<file path="src/hdl/lwf_pkg.sv">
`timescale 1ns / 1ps
// ----------------------------------------------------------------------------
// lwf_pkg
// Types and constants of the display window write formatter.
// ----------------------------------------------------------------------------
package lwf_pkg;

    localparam int QUEUE_DEPTH_DEF = 4;

    // input mode codes
    localparam logic [1:0] MODE_WINDOW = 2'd0;
    localparam logic [1:0] MODE_COLOR  = 2'd1;
    localparam logic [1:0] MODE_PIXEL  = 2'd2;

    // configuration register indexes
    localparam logic [2:0] CFG_SCREEN_WIDTH  = 3'd0;
    localparam logic [2:0] CFG_SCREEN_HEIGHT = 3'd1;
    localparam logic [2:0] CFG_COLUMN_OPCODE = 3'd2;
    localparam logic [2:0] CFG_ROW_OPCODE    = 3'd3;
    localparam logic [2:0] CFG_MEMWR_OPCODE  = 3'd4;

    // reset values of the configuration registers
    localparam logic [14:0] SCREEN_WIDTH_RST  = 15'd128;
    localparam logic [14:0] SCREEN_HEIGHT_RST = 15'd160;
    localparam logic [7:0]  COLUMN_OPCODE_RST = 8'd42;
    localparam logic [7:0]  ROW_OPCODE_RST    = 8'd43;
    localparam logic [7:0]  MEMWR_OPCODE_RST  = 8'd44;

    // one classified request waiting to be serialized
    typedef struct packed {
        logic        has_window;
        logic        has_color;
        logic [15:0] x_start;
        logic [15:0] y_start;
        logic [15:0] x_last;
        logic [15:0] y_last;
        logic [15:0] color;
    } desc_t;

    typedef struct packed {
        logic valid;
        logic full;
    } q_status_t;

    typedef struct packed {
        logic [7:0] column_opcode;
        logic [7:0] row_opcode;
        logic [7:0] memwr_opcode;
    } opcodes_t;

endpackage

</file>
<file path="src/hdl/lwf_front.sv">
`timescale 1ns / 1ps
// ----------------------------------------------------------------------------
// lwf_front
// Accepts drawing requests, clips pixels and pushes descriptors to the queue.
// ----------------------------------------------------------------------------
module lwf_front (
    input  logic                    s_valid,
    output logic                    s_ready,
    input  logic [1:0]              s_mode,
    input  logic signed [15:0]      s_x_start,
    input  logic signed [15:0]      s_y_start,
    input  logic [15:0]             s_x_stop,
    input  logic [15:0]             s_y_stop,
    input  logic [15:0]             s_pixel_color,
    input  logic [14:0]             screen_width,
    input  logic [14:0]             screen_height,
    input  lwf_pkg::q_status_t      q_status,
    output logic                    push,
    output lwf_pkg::desc_t          push_data
);
    import lwf_pkg::*;

    logic [15:0] xs;
    logic [15:0] ys;
    logic        on_screen;
    logic        keep;

    assign xs = $unsigned(s_x_start);
    assign ys = $unsigned(s_y_start);

    // negative coordinates have bit 15 set and are off screen
    assign on_screen = !xs[15] && !ys[15]
                     && (xs[14:0] < screen_width) && (ys[14:0] < screen_height);

    assign keep = (s_mode == MODE_WINDOW) || (s_mode == MODE_COLOR)
               || ((s_mode == MODE_PIXEL) && on_screen);

    assign s_ready = !q_status.full;
    // dropped transactions are accepted but push nothing
    assign push    = s_valid && s_ready && keep;

    always_comb begin
        push_data.has_window = (s_mode != MODE_COLOR);
        push_data.has_color  = (s_mode != MODE_WINDOW);
        push_data.x_start    = xs;
        push_data.y_start    = ys;
        push_data.color      = s_pixel_color;
        if (s_mode == MODE_PIXEL) begin
            push_data.x_last = xs;
            push_data.y_last = ys;
        end else begin
            push_data.x_last = s_x_stop - 16'd1;
            push_data.y_last = s_y_stop - 16'd1;
        end
    end

endmodule

</file>
<file path="src/hdl/lwf_queue.sv">
`timescale 1ns / 1ps
// ----------------------------------------------------------------------------
// lwf_queue
// Small descriptor queue between the front and the back.
// ----------------------------------------------------------------------------
module lwf_queue #(
    parameter int DEPTH = lwf_pkg::QUEUE_DEPTH_DEF
) (
    input  logic                aclk,
    input  logic                aresetn,
    input  logic                push,
    input  lwf_pkg::desc_t      push_data,
    input  logic                pop,
    output lwf_pkg::desc_t      pop_data,
    output lwf_pkg::q_status_t  q_status
);
    import lwf_pkg::*;

    localparam int AW = (DEPTH > 1) ? $clog2(DEPTH) : 1;
    localparam int CW = $clog2(DEPTH + 1);

    desc_t          entry_reg [DEPTH];
    logic [AW-1:0]  wr_ptr_reg, wr_ptr_next;
    logic [AW-1:0]  rd_ptr_reg, rd_ptr_next;
    logic [CW-1:0]  count_reg, count_next;
    logic           do_push;
    logic           do_pop;

    assign q_status.valid = (count_reg != '0);
    assign q_status.full  = (count_reg == CW'(DEPTH));
    assign do_push = push && !q_status.full;
    assign do_pop  = pop && q_status.valid;
    assign pop_data = entry_reg[rd_ptr_reg];

    always_comb begin
        wr_ptr_next = wr_ptr_reg;
        rd_ptr_next = rd_ptr_reg;
        count_next  = count_reg;
        if (do_push) begin
            wr_ptr_next = (wr_ptr_reg == AW'(DEPTH - 1)) ? '0 : wr_ptr_reg + 1'b1;
        end
        if (do_pop) begin
            rd_ptr_next = (rd_ptr_reg == AW'(DEPTH - 1)) ? '0 : rd_ptr_reg + 1'b1;
        end
        if (do_push && !do_pop) begin
            count_next = count_reg + 1'b1;
        end else if (do_pop && !do_push) begin
            count_next = count_reg - 1'b1;
        end
    end

    always_ff @(posedge aclk) begin
        if (!aresetn) begin
            wr_ptr_reg <= '0;
            rd_ptr_reg <= '0;
            count_reg  <= '0;
        end else begin
            wr_ptr_reg <= wr_ptr_next;
            rd_ptr_reg <= rd_ptr_next;
            count_reg  <= count_next;
        end
    end

    always_ff @(posedge aclk) begin
        if (do_push) begin
            entry_reg[wr_ptr_reg] <= push_data;
        end
    end

endmodule

</file>
<file path="src/hdl/lwf_back.sv">
`timescale 1ns / 1ps
// ----------------------------------------------------------------------------
// lwf_back
// Serializes one descriptor into command and data bytes, one per cycle while m_ready is high.
// ----------------------------------------------------------------------------
module lwf_back (
    input  logic                aclk,
    input  logic                aresetn,
    input  lwf_pkg::q_status_t  q_status,
    input  lwf_pkg::desc_t      pop_data,
    output logic                pop,
    input  lwf_pkg::opcodes_t   opcodes,
    output logic                m_valid,
    input  logic                m_ready,
    output logic [7:0]          m_out_byte,
    output logic                m_is_command,
    output logic                m_last_byte
);
    import lwf_pkg::*;

    // byte slots of the full pixel sequence
    localparam logic [3:0] SLOT_COL_CMD  = 4'd0;
    localparam logic [3:0] SLOT_XS_HI    = 4'd1;
    localparam logic [3:0] SLOT_XS_LO    = 4'd2;
    localparam logic [3:0] SLOT_XL_HI    = 4'd3;
    localparam logic [3:0] SLOT_XL_LO    = 4'd4;
    localparam logic [3:0] SLOT_ROW_CMD  = 4'd5;
    localparam logic [3:0] SLOT_YS_HI    = 4'd6;
    localparam logic [3:0] SLOT_YS_LO    = 4'd7;
    localparam logic [3:0] SLOT_YL_HI    = 4'd8;
    localparam logic [3:0] SLOT_YL_LO    = 4'd9;
    localparam logic [3:0] SLOT_MEMWR    = 4'd10;
    localparam logic [3:0] SLOT_COLOR_HI = 4'd11;
    localparam logic [3:0] SLOT_COLOR_LO = 4'd12;

    desc_t       cur_reg, cur_next;
    logic        active_reg, active_next;
    logic [3:0]  slot_reg, slot_next;
    logic        m_valid_reg, m_valid_next;
    logic [7:0]  byte_reg, byte_next;
    logic        cmd_reg, cmd_next;
    logic        last_reg, last_next;

    logic        out_load;
    logic        emit;
    logic [3:0]  end_slot;
    logic        at_end;
    logic [7:0]  slot_byte;
    logic        slot_cmd;

    assign out_load = !m_valid_reg || m_ready;
    assign emit     = active_reg && out_load;
    assign end_slot = cur_reg.has_color ? SLOT_COLOR_LO : SLOT_MEMWR;
    assign at_end   = (slot_reg == end_slot);
    // refill on the last byte so the next transaction follows without a gap
    assign pop      = q_status.valid && (!active_reg || (emit && at_end));

    always_comb begin
        slot_cmd = 1'b0;
        unique case (slot_reg)
            SLOT_COL_CMD: begin
                slot_byte = opcodes.column_opcode;
                slot_cmd  = 1'b1;
            end
            SLOT_XS_HI:    slot_byte = cur_reg.x_start[15:8];
            SLOT_XS_LO:    slot_byte = cur_reg.x_start[7:0];
            SLOT_XL_HI:    slot_byte = cur_reg.x_last[15:8];
            SLOT_XL_LO:    slot_byte = cur_reg.x_last[7:0];
            SLOT_ROW_CMD: begin
                slot_byte = opcodes.row_opcode;
                slot_cmd  = 1'b1;
            end
            SLOT_YS_HI:    slot_byte = cur_reg.y_start[15:8];
            SLOT_YS_LO:    slot_byte = cur_reg.y_start[7:0];
            SLOT_YL_HI:    slot_byte = cur_reg.y_last[15:8];
            SLOT_YL_LO:    slot_byte = cur_reg.y_last[7:0];
            SLOT_MEMWR: begin
                slot_byte = opcodes.memwr_opcode;
                slot_cmd  = 1'b1;
            end
            SLOT_COLOR_HI: slot_byte = cur_reg.color[15:8];
            SLOT_COLOR_LO: slot_byte = cur_reg.color[7:0];
            default:       slot_byte = 8'd0;
        endcase
    end

    always_comb begin
        cur_next     = cur_reg;
        active_next  = active_reg;
        slot_next    = slot_reg;
        m_valid_next = m_valid_reg;
        byte_next    = byte_reg;
        cmd_next     = cmd_reg;
        last_next    = last_reg;

        if (out_load) begin
            m_valid_next = active_reg;
        end
        if (emit) begin
            byte_next = slot_byte;
            cmd_next  = slot_cmd;
            last_next = at_end;
        end

        if (pop) begin
            cur_next    = pop_data;
            active_next = 1'b1;
            slot_next   = pop_data.has_window ? SLOT_COL_CMD : SLOT_COLOR_HI;
        end else if (emit) begin
            if (at_end) begin
                active_next = 1'b0;
            end else begin
                slot_next = slot_reg + 4'd1;
            end
        end
    end

    always_ff @(posedge aclk) begin
        if (!aresetn) begin
            active_reg  <= 1'b0;
            slot_reg    <= SLOT_COL_CMD;
            m_valid_reg <= 1'b0;
        end else begin
            active_reg  <= active_next;
            slot_reg    <= slot_next;
            m_valid_reg <= m_valid_next;
        end
    end

    always_ff @(posedge aclk) begin
        cur_reg  <= cur_next;
        byte_reg <= byte_next;
        cmd_reg  <= cmd_next;
        last_reg <= last_next;
    end

    assign m_valid      = m_valid_reg;
    assign m_out_byte   = byte_reg;
    assign m_is_command = cmd_reg;
    assign m_last_byte  = last_reg;

endmodule

</file>
<file path="src/hdl/lcd_window_write_formatter_top.sv">
`timescale 1ns / 1ps
// ----------------------------------------------------------------------------
// lcd_window_write_formatter_top
// Formats window, color and pixel requests into display controller bytes.
// ----------------------------------------------------------------------------
// Usage:
//   s_* channel takes one drawing request per transaction: mode 0 opens a
//   window (11 bytes), mode 1 sends a color (2 bytes), mode 2 draws a clipped
//   pixel (13 bytes, or none off screen). Mode 3 is accepted and dropped.
//   m_* channel gives one byte per transaction with its command flag and a
//   flag on the last byte of each request.
//   cfg_we/cfg_index/cfg_wdata write the screen size and the three opcodes;
//   write them only while no request is in flight.
//   Path: an accepted request goes through the queue and the byte sequencer
//   into the output byte register. Throughput: one output byte per cycle
//   while the receiver is ready, set by the byte sequencer. A queue of
//   QUEUE_DEPTH requests lets the input keep accepting while bytes drain.
//   Reset: config registers return to their defaults, queue and output empty.
//   When the receiver stalls the output byte holds, the queue fills and
//   s_ready drops once it is full.
// ----------------------------------------------------------------------------
module lcd_window_write_formatter_top #(
    parameter int QUEUE_DEPTH = lwf_pkg::QUEUE_DEPTH_DEF
) (
    input  logic                aclk,
    input  logic                aresetn,
    input  logic                cfg_we,
    input  logic [2:0]          cfg_index,
    input  logic [14:0]         cfg_wdata,
    input  logic                s_valid,
    output logic                s_ready,
    input  logic [1:0]          s_mode,
    input  logic signed [15:0]  s_x_start,
    input  logic signed [15:0]  s_y_start,
    input  logic [15:0]         s_x_stop,
    input  logic [15:0]         s_y_stop,
    input  logic [15:0]         s_pixel_color,
    output logic                m_valid,
    input  logic                m_ready,
    output logic [7:0]          m_out_byte,
    output logic                m_is_command,
    output logic                m_last_byte
);
    import lwf_pkg::*;

    logic [14:0] screen_width_reg;
    logic [14:0] screen_height_reg;
    opcodes_t    opcodes_reg;

    q_status_t   q_status;
    logic        push;
    desc_t       push_data;
    logic        pop;
    desc_t       pop_data;

    always_ff @(posedge aclk) begin
        if (!aresetn) begin
            screen_width_reg          <= SCREEN_WIDTH_RST;
            screen_height_reg         <= SCREEN_HEIGHT_RST;
            opcodes_reg.column_opcode <= COLUMN_OPCODE_RST;
            opcodes_reg.row_opcode    <= ROW_OPCODE_RST;
            opcodes_reg.memwr_opcode  <= MEMWR_OPCODE_RST;
        end else if (cfg_we) begin
            unique case (cfg_index)
                CFG_SCREEN_WIDTH:  screen_width_reg          <= cfg_wdata;
                CFG_SCREEN_HEIGHT: screen_height_reg         <= cfg_wdata;
                CFG_COLUMN_OPCODE: opcodes_reg.column_opcode <= cfg_wdata[7:0];
                CFG_ROW_OPCODE:    opcodes_reg.row_opcode    <= cfg_wdata[7:0];
                CFG_MEMWR_OPCODE:  opcodes_reg.memwr_opcode  <= cfg_wdata[7:0];
                default: begin
                end
            endcase
        end
    end

    lwf_front u_front (
        .s_valid       (s_valid),
        .s_ready       (s_ready),
        .s_mode        (s_mode),
        .s_x_start     (s_x_start),
        .s_y_start     (s_y_start),
        .s_x_stop      (s_x_stop),
        .s_y_stop      (s_y_stop),
        .s_pixel_color (s_pixel_color),
        .screen_width  (screen_width_reg),
        .screen_height (screen_height_reg),
        .q_status      (q_status),
        .push          (push),
        .push_data     (push_data)
    );

    lwf_queue #(
        .DEPTH (QUEUE_DEPTH)
    ) u_queue (
        .aclk      (aclk),
        .aresetn   (aresetn),
        .push      (push),
        .push_data (push_data),
        .pop       (pop),
        .pop_data  (pop_data),
        .q_status  (q_status)
    );

    lwf_back u_back (
        .aclk         (aclk),
        .aresetn      (aresetn),
        .q_status     (q_status),
        .pop_data     (pop_data),
        .pop          (pop),
        .opcodes      (opcodes_reg),
        .m_valid      (m_valid),
        .m_ready      (m_ready),
        .m_out_byte   (m_out_byte),
        .m_is_command (m_is_command),
        .m_last_byte  (m_last_byte)
    );

endmodule

</file>
<file path="config.mk">
export PLATFORM = sky130hd
export DESIGN_NAME = lcd_window_write_formatter_top
export DESIGN_NICKNAME = d
export VERILOG_FILES = /design/src/hdl/lwf_pkg.sv /design/src/hdl/lwf_front.sv /design/src/hdl/lwf_queue.sv /design/src/hdl/lwf_back.sv /design/src/hdl/lcd_window_write_formatter_top.sv
export SDC_FILE = /design/constraint.sdc
export NUM_CORES = 1
export LEC_CHECK = 0
export ABC_AREA = 1
export ABC_CLOCK_PERIOD_IN_PS = 8100
export BUFFER_PORTS_ARGS = -buffer_cell sky130_fd_sc_hd__buf_2
export CORE_MARGIN = 2
export CORE_UTILIZATION = 65
export DETAILED_ROUTE_END_ITERATION = 16
export GPL_ROUTABILITY_DRIVEN = 0
export GPL_TIMING_DRIVEN = 0
export PLACE_DENSITY = 0.8
export SLEW_MARGIN = 5
export SYNTH_ARGS = -nofsm -noshare
export SYNTH_HDL_FRONTEND = slang
export SYNTH_SLANG_ARGS = --single-unit
</file>
<file path="constraint.sdc">
create_clock -name aclk -period 8.1 [get_ports aclk]
set_input_delay 0.81 -clock aclk [delete_from_list [all_inputs] [get_ports aclk]]
set_output_delay 0.81 -clock aclk [all_outputs]
set_load 0.05 [all_outputs]
</file>
## After elaboration in Yosys (flattened, before gate mapping)

Memory sizes are Yosys's and may differ from the RTL's. A register that Yosys moved wholly into a read port is not among the register bits.
Index checks and enable logic that the tools add are counted.
W data, S select, Z words.

| cells by class | value |
|---|---|
| reduce and logical (&&, ||, !) cells | 40 |
| equality and inequality tests | 24 |
| magnitude comparators | 2 |
| $add $sub $neg | 7 |
| multiplexer cells | 19 |

Operators with widths:

| kind | count |
|---|---|
| $pmux W8 S13 | 1 |
| $mux W32 | 1 |
| $sub A16 B1 Y16 const B | 2 |
| $lt A15 B15 Y1 | 2 |
| $eq A4 B4 Y1 const B | 5 |
| $eq A4 B3 Y1 const B | 4 |
| $mux W4 | 4 |
| $reduce_and A2 Y1 | 7 |
| $logic_and A1 B1 Y1 | 13 |
| $mux W3 | 3 |
| $eq A4 B2 Y1 const B | 2 |
| $mux W2 | 4 |
| $reduce_bool A2 Y1 | 4 |
| $logic_not A1 Y1 | 7 |
| $eq A2 B2 Y1 const B | 3 |
| $eq A3 B2 Y1 const B | 2 |
| $eq A3 B3 Y1 const B | 2 |
| $mux W1 | 6 |
| $add A2 B1 Y2 const B | 2 |
| $add A4 B1 Y4 const B | 1 |
| $eq A4 B1 Y1 const B | 1 |
| $eq A4 B4 Y1 | 1 |
| $logic_not A4 Y1 | 1 |
| $logic_or A1 B1 Y1 | 4 |
| 10 further kinds | 10 |

| storage, ports and cells | value |
|---|---|
| input bits | 105 |
| logic and storage cells | 113 |
| bits in writable memories | 328 |
| bits in registers | 158 |
| output and inout port bits | 12 |
| memories kept | 1 |

Memory list:

| memory | depth | width | read ports | clocked after memory_dff | write ports | RTL line | source |
|---|---|---|---|---|---|---|---|
| u_queue.entry_reg | 4 | 82 | 1 | 1 | 1 | lwf_queue.sv:22 | `desc_t entry_reg [DEPTH];` |

## Depth between registers and ports, before layout

Gate-level depths: netlist (run 1).

| logic depth | value |
|---|---|
| depth after elaboration | 12 |
| mapped depth | 22 |
| mapped depth without buffers | 22 |

## By module

From an unflattened synthesis (run 1), not the netlist that was laid out.

| second synthesis, totals | value |
|---|---|
| cells, all modules | 1,879 |
| area, all modules | 21,043.9 um2 |

Modules (own cells, without submodules):

| module | times used | cells each | seq. area each (um2) | area each (um2) |
|---|---|---|---|---|
| lwf_queue | 1 | 864 | 10,029.6 | 12,752.2 |
| lwf_back | 1 | 329 | 2,852.7 | 3,996.3 |
| lcd_window_write_formatter_top | 1 | 313 | 1,081.0 | 2,160.8 |
| lwf_front | 1 | 373 | 0.0 | 2,134.5 |

## Least setup slack after synthesis (run 1)

No wires, ideal clock.

| path | value |
|---|---|
| path kind | input-to-reg |
| start | input s_y_start[6] |
| end | memory u_queue.entry_reg[0][0] (netlist name), enable pin |
| arrival time | 5.277 ns |
| data required time | 7.577 ns |
| setup slack | 2.299 ns |
| setup time | 0.523 ns |
| stages on the path | 11 |
| buffers on the path | 0 |
| path through | ha_1 -> a21o_1 -> nor2_1 -> nand2_1 -> nand2_1 -> nand2_1 -> nand2_1 -> nand3_1 -> nand2_1 -> nand2_1 -> nor2_1 |

| between the ends | value |
|---|---|
| cells in the longest elaborated chain, start to end | 8 |

RTL lines:

| element | RTL line | source |
|---|---|---|
| from (decl) | lcd_window_write_formatter_top.sv:34 | `input logic signed [15:0] s_y_start,` |
| $lt A15 B15 Y1 | lwf_front.sv:33 | `&& (xs[14:0] < screen_width) && (ys[14:0] < screen_height);` |
| $logic_and A1 B1 Y1 | lwf_front.sv:33 |  |
| $logic_and A1 B1 Y1 | lwf_front.sv:36 | `\|\| ((s_mode == MODE_PIXEL) && on_screen);` |
| $logic_or A1 B1 Y1 | lwf_front.sv:36 |  |
| $logic_and A1 B1 Y1 | lwf_front.sv:40 | `assign push = s_valid && s_ready && keep;` |
| $logic_and A1 B1 Y1 | lwf_queue.sv:31 | `assign do_push = push && !q_status.full;` |
| $mux W1 | lwf_queue.sv:65 | `if (do_push) begin` |
| $mux W1 (not written as such) | lwf_queue.sv:66 | `entry_reg[wr_ptr_reg] <= push_data;` |
| to (decl) | lwf_queue.sv:22 |  |

No other way between the ends.

## Worst setup path after layout (run 1)

| path | value |
|---|---|
| start | input s_y_start[2] |
| end | memory u_queue.entry_reg[0][12] (netlist name), enable pin |

The elaborated chain is that of the path after synthesis.

==> impl_metrics.json, run 1 <==
{
  "run_status": "finished, final reports clean",
  "criticalPathCategory": "primary input to flip-flop",
  "postCtsSetupBuffers": 0,
  "cp-end-kind": "flip-flop",
  "relSlewSlack_pct": 20.5,
  "min_period_over_period_pct": 45.3,
  "timing.hold.ws_ns": 0.459,
  "grt_pass1_wl_um": 80200,
  "power.density_nw_per_um2": 325,
  "hold_viol": 0,
  "finClkSkew_ns": 0.0150,
  "wl_per_cell_um": 24.5,
  "ys_top_cells_by_count": "419 x edfxtp_1, 246 x nor2_1, 231 x o21ai_0",
  "synthMostInstantiatedCell": "edfxtp_1",
  "drtPass1Iterations": 6,
  "syn-num-nets": 1798,
  "clockBufferDepth": 3,
  "num_rows": 64,
  "min_path_type": "flip-flop to flip-flop",
  "fmax_ghz": 0.272,
  "p_leak_nw": 8.18,
  "ys.flop_type": "edfxtp_1",
  "ys_async_sr_fraction_pct": 0,
  "clk_latency_ns": 0.55,
  "htreeDepth": 2,
  "die-area_um2": 32000,
  "timing.final.crit_period_ns": 3.67,
  "dp_cells": 2176,
  "chipWidth_um": 179,
  "ys_seq_area_share_pct": 70.3,
  "antenna_found_initial": 3,
  "grt_overflow": 0,
  "maxCapViolCount": 0,
  "vias_per_cell": 6.39,
  "synth_seq_cells": 488,
  "slew_viol_final": 0,
  "synth_area_um2": 19900,
  "peakVddDrop_uv": 263,
  "largest_reg_flops": 328,
  "numCtsBuffers": 48,
  "antenna_left": 0,
  "clock-sinks": 488,
  "io_buffers": 115,
  "synth_area_per_cell_um2": 12.0,
  "root_buffer": "clkbuf_16",
  "wl_um": 55400,
  "crit_required_ns": 8.34,
  "synthCells": 1652,
  "cts-hold-fix-buffers": 0,
  "die_h_um": 179,
  "ios": 117,
  "yosysWarnings": 0,
  "cp-start-kind": "primary input",
  "synth_area_leaders": "edfxtp_1 63%, dfxtp_1 7.0%, o21ai_0 5.8%",
  "ys_types": 47,
  "vias": 14500,
  "yosysTopAreaCell": "edfxtp_1",
  "setup-violations-final": 0,
  "layout-drive-gt1-share_pct": 13.6,
  "critPathMaxFanout": 24,
  "drc": 0,
  "cp_data_arrival_time_ns": 3.91,
  "path_clk_slew_ns": 0.06,
  "grt_usage_pct": 34.6,
  "drt_iter0_markers": 2375,
  "final_nets": 1976,
  "postCtsResizedCells": 0,
  "worstMarginPinSlew_ns": 1.19,
  "yosysTopAreaCellShare_pct": 63.3,
  "start_util_pct": 65.5,
  "grt_pass1_vias": 13400,
  "cts_tree": "built",
  "layout.cells.non_filler": 2265,
  "synth_edf_count": 419,
  "area_growth_pct": 14.6,
  "grt_start_max_net_pins": 48,
  "hpwl_um": 37100,
  "core-area_um2": 30300,
  "rsz0062_at_grt": "no"
}
## final timing paths
| path | from | to | slack [ns] | depth (start not counted) |
|---|---|---|---|---|
| max reg2reg | screen_height_reg[2]$_SDFFE_PN0P_ | u_queue.entry_reg[0][12]$_DFFE_PP_ | 4.66 | 15 |
| min | opcodes_reg[14]$_SDFFE_PN0P_ | opcodes_reg[14]$_SDFFE_PN0P_ | 0.46 | 2 |
| min reg2reg | opcodes_reg[14]$_SDFFE_PN0P_ | opcodes_reg[14]$_SDFFE_PN0P_ | 0.46 | 2 |
| max | s_y_start[2] | u_queue.entry_reg[0][12]$_DFFE_PP_ | 4.43 | 15 |
## metrics by stage
step / utilization (%) / setup TNS [ns] / area, µm² / setup WS [ns] / power [W]
after floorplan: - / 0 / 19900 / 2.30 / 0.00445
after global placement: 69.0 / -275.31 / 20900 / -1.01 / 0.00509
after detailed placement: 70.0 / 0 / 21200 / 4.00 / 0.00520
after CTS: 75.0 / 0 / 22800 / 4.52 / 0.00731
after global routing: 75.0 / 0 / 22800 / 4.27 / 0.00760
final: 75.0 / 0 / 22800 / 4.43 / 0.00740
## worst max-delay path, cell delays in order
cell and delay (ns):
buf_2 0.29, ha_1 0.30, a21oi_1 0.16, nand2_1 0.08, nand2_1 0.06, nand2_1 0.05
nand2_1 0.06, nand2_1 0.06, nand2_1 0.15, nand3_1 0.12, nand2_1 0.19, nand2_1 0.29
nor2_4 0.71, buf_12 0.29, buf_12 0.23
## cell families after synthesis
logic type | share of synthesized area, %
AND/OR/NAND/NOR | 10.8
flip-flops | 70.3
AO/OA/AOI/OAI | 12.1
buffers and inverters | 3.41
adder cells (fa/ha/maj) | 2.62
XOR/XNOR | 0.794
## cell type report
| class | count | area, µm² |
|---|---|---|
| Buffer | 73 | 292 |
| Antenna cell | 2 | 5.00 |
| Multi-Input combinational cell | 988 | 5250 |
| Fill cell | 1840 | 7590 |
| Timing Repair Buffer | 128 | 858 |
| Clock inverter | 24 | 193 |
| Sequential cell | 488 | 14000 |
| Clock buffer | 63 | 1310 |
| Tap cell | 396 | 495 |
| Inverter | 103 | 387 |
## report_power, final
part | internal, W | total, W | leakage (nW) | switching, W
sequential | 0.00326 | 0.00348 | 4.41 | 0.000221
combinational | 0.000452 | 0.00176 | 3.03 | 0.00131
clock | 0.00124 | 0.00215 | 0.740 | 0.000918
total | 0.00495 | 0.00740 | 8.18 | 0.00245
## metal layers
layer  track usage, %  wire (µm)  vias up
li1                 -          -     6317
met1             47.1      20300     6927
met2             54.3      25800     1044
met3             7.27       6480      175
met4             15.2       2790        2
met5                0          7        -
## layout by cell type (no fill, tap or decap), types with 11 or more instances in the layout
cell type / n
a21oi_1: 58
a22o_1: 16
buf_2: 123
clkbuf_1: 73
clkbuf_16: 50
dfxtp_1: 69
edfxtp_1: 419
ha_1: 40
inv_1: 95
nand2_1: 169
nand3_1: 31
nand4_1: 12
nor2_1: 242
o21ai_0: 231
o22ai_1: 81
xor2_1: 11
(Power assumes the default switching activity.)
==> run 2: changes to the inputs <==
Settings changed: ABC_AREA 1 to 0, ABC_CLOCK_PERIOD_IN_PS 8100 to 3480, CORE_UTILIZATION 65 to 60, PLACE_DENSITY 0.8 to 0.75.
Clock period 8.1 ns to 3.48 ns, I/O delays scaled along.
==> impl_metrics.json, run 2 <==
{
  "synth_area_leaders": "edfxtp_1 64%, mux4_2 9.7%, dfxtp_1 7.1%",
  "clockBufferDepth": 3,
  "power.total_w": 0.0162,
  "timing.hold.ws_ns": 0.0143,
  "run_status": "finished, final reports clean",
  "finClkSkew_ns": 0.0119,
  "num_rows": 66,
  "yosysTopAreaCell": "edfxtp_1",
  "start_util_pct": 60.5,
  "hold_viol": 0,
  "core-area_um2": 32300,
  "cts_tree": "built",
  "ys_seq_area_share_pct": 71.4,
  "grt_overflow": 0,
  "regToRegSetupSlack_ns": 0.11,
  "swShare_pct": 29.0,
  "maxCapViolCount": 0,
  "numCtsBuffers": 48,
  "p_leak_nw": 7.42,
  "peakVddDrop_uv": 437,
  "path_delay_family": "compound AO/OA/AOI/OAI gates",
  "worstMarginPinSlew_ns": 1.13,
  "min_path_type": "primary input to flip-flop",
  "timing.final.crit_period_ns": 3.37,
  "ys.flop_type": "edfxtp_1",
  "slowest_delay_ns": 0.43,
  "yosysTopAreaCellShare_pct": 64.4,
  "final_common_cell": "edfxtp_1",
  "io_buffers": 115,
  "setup_tns_ns": 0,
  "die-area_um2": 34000,
  "grt-busiest-layer": "met2",
  "clock-sinks": 488,
  "slowest_stage": "fa_1",
  "grt_usage_pct": 28.8,
  "fmax_ghz": 0.297,
  "largest_reg_flops": 328,
  "ys_async_sr_fraction_pct": 0,
  "area_growth_pct": 15.0,
  "clkPwrFrac_pct": 30.4,
  "chipWidth_um": 185,
  "crit_chain": "inv_1 > ha_1 > a21o_1 > a211o_1 > a41oi_2 > o41ai_2 > a221oi_2 > buf_4 > ha_4 > inv_1 > fa_1 > xor2_1 > or3_1 > a21oi_1",
  "syn-num-nets": 1379,
  "synth_area_per_cell_um2": 15.9,
  "critPathMaxFanout": 6,
  "relSlewSlack_pct": 24.6,
  "ios": 117,
  "grt_pass1_wl_um": 70500,
  "drtPass1Iterations": 8,
  "setup-violations-final": 0,
  "cp_data_arrival_time_ns": 3.85,
  "wl_um": 48500,
  "power.density_nw_per_um2": 720,
  "vias_per_cell": 6.24,
  "antenna_found_initial": 4,
  "cpMostUsedCell": "inv_1",
  "die_h_um": 185,
  "drt_iter0_markers": 1332,
  "utilization_pct": 69.6,
  "ys_types": 55,
  "dpl-instance-area_um2": 20800,
  "slew_viol_final": 0,
  "p_int_w": 0.0115,
  "vias": 11900,
  "grt_pass1_vias": 11500,
  "crit_required_ns": 3.96,
  "use_met3_pct": 6.74,
  "most-common-layout-cells": "419 x edfxtp_1, 180 x nand2_1, 120 x buf_2, 84 x mux4_2, 72 x a21oi_1",
  "antenna_left": 0,
  "path_clk_slew_ns": 0.06,
  "cp-start-kind": "flip-flop",
  "ys_top_cells_by_count": "419 x edfxtp_1, 180 x nand2_1, 84 x mux4_2",
  "synth_seq_cells": 488,
  "min_period_over_period_pct": 96.8,
  "synth_edf_count": 419,
  "grtUsageMet1_pct": 39.4,
  "synthCells": 1233,
  "layout-drive-gt1-share_pct": 20.5,
  "final_area_um2": 22500,
  "use_met2_pct": 44.9,
  "grt_start_max_net_pins": 51,
  "drc": 0,
  "cp-end-kind": "flip-flop",
  "pwr-share-seq_pct": 49.5,
  "synth_area_um2": 19500,
  "synthMostInstantiatedCell": "edfxtp_1",
  "yosysWarnings": 0,
  "p_sw_w": 0.00469,
  "combPwrFrac_pct": 20.1,
  "clk_latency_ns": 0.56,
  "final_nets": 1563,
  "root_buffer": "clkbuf_16",
  "path_buf_inv": 3,
  "criticalPathCategory": "flip-flop to flip-flop",
  "htreeDepth": 2,
  "hpwl_um": 31800,
  "wl_per_cell_um": 25.5,
  "rsz0062_at_grt": "yes"
}
==> run 2: cell count changes in the layout (fill, tap and decap cells not counted), moves of 9 or more <==
cell	delta
o22ai_1	-80
nand2_1	+11
a22oi_1	+16
mux2i_1	+9
mux4_2	+84
nor2_2	-10
a22o_1	-15
o21ai_0	-189
inv_1	-57
nor2_1	-207
a21oi_1	+14
==> run 2: path summary, 6_finish.rpt <==
kind | cells past startpoint | from | end
setup / recovery | 14 | screen_width_reg[4]$_SDFFE_PN0P_ | u_queue.count_reg[2]$_SDFFE_PN0P_
hold / removal | 1 | s_pixel_color[1] | u_queue.entry_reg[2][1]$_DFFE_PP_
setup reg to reg | 14 | screen_width_reg[4]$_SDFFE_PN0P_ | u_queue.count_reg[2]$_SDFFE_PN0P_
hold reg to reg | 2 | screen_height_reg[8]$_SDFFE_PN0P_ | screen_height_reg[8]$_SDFFE_PN0P_
==> run 2: layer usage <==
metal	up-vias	routed length, µm
li1	5118	-
met1	5947	18800
met2	661	22600
met3	135	4940
met4	4	2130
met5	-	23
==> run 2: logic make-up (layout without fill, tap and decap cells) <==
| kind of cell | after synthesis | count (layout) | share of synthesized area (%) |
|---|---|---|---|
| compound gates | 180 | 180 | 5.65 |
| xor+xnor | 26 | 26 | 1.16 |
| fa+ha+maj | 41 | 41 | 2.66 |
| buf+inv | 101 | 323 | 1.97 |
| flops | 488 | 488 | 71.4 |
| mux | 94 | 94 | 10.2 |
| other cells | 0 | 3 | 0 |
| simple gates | 303 | 304 | 6.93 |
==> run 2: area by class of cell <==
cell class,instances,area [µm²]
multi-input cells,645,5250
well taps,442,553
repair buffers,133,836
flip-flops and latches,488,14000
fillers,2130,9810
clock inverters,24,201
diodes,3,7.51
clock buffers,65,1290
inverters,40,154
plain buffers,61,235
==> run 2: power groups by stage <==
| stage | Clock (W) | Combinational (W) | Sequential [W] |
|---|---|---|---|
| floorplan | 0 | 0.00191 | 0.00796 |
| global placement | 0 | 0.00300 | 0.00814 |
| detailed placement | 0 | 0.00317 | 0.00808 |
| CTS | 0.00496 | 0.00322 | 0.00798 |
| global route | 0.00519 | 0.00346 | 0.00805 |
| finish | 0.00492 | 0.00326 | 0.00801 |
==> run 2: worst register-to-register path, stage by stage (launching register included) <==
cell,delay [ns]
dfxtp_1,0.33
inv_1,0.06
ha_1,0.31
a21o_1,0.17
a211o_1,0.31
a41oi_2,0.23
o41ai_2,0.13
a221oi_2,0.28
buf_4,0.21
ha_4,0.14
inv_1,0.05
fa_1,0.43
xor2_1,0.18
or3_1,0.32
a21oi_1,0.14
==> run 2: metrics by stage <==
step	setup slack (ns)	instances
floorplan	0.149	1233
global placement	-1.25	1790
detailed placement	-0.432	1796
CTS	0.108	1896
global route	-0.0179	1899
finish	0.111	1901
==> run 2: repair_timing <==
action / CTS / global route
buffers inserted: 3 / 1
hold buffers: 8 / 0
endpoints found under the hold margin: 28 / 0
pin swaps: 1 / 2
gates cloned: 0 / 1
setup endpoints to repair: 185 / 153
gates resized for setup: 0 / 4
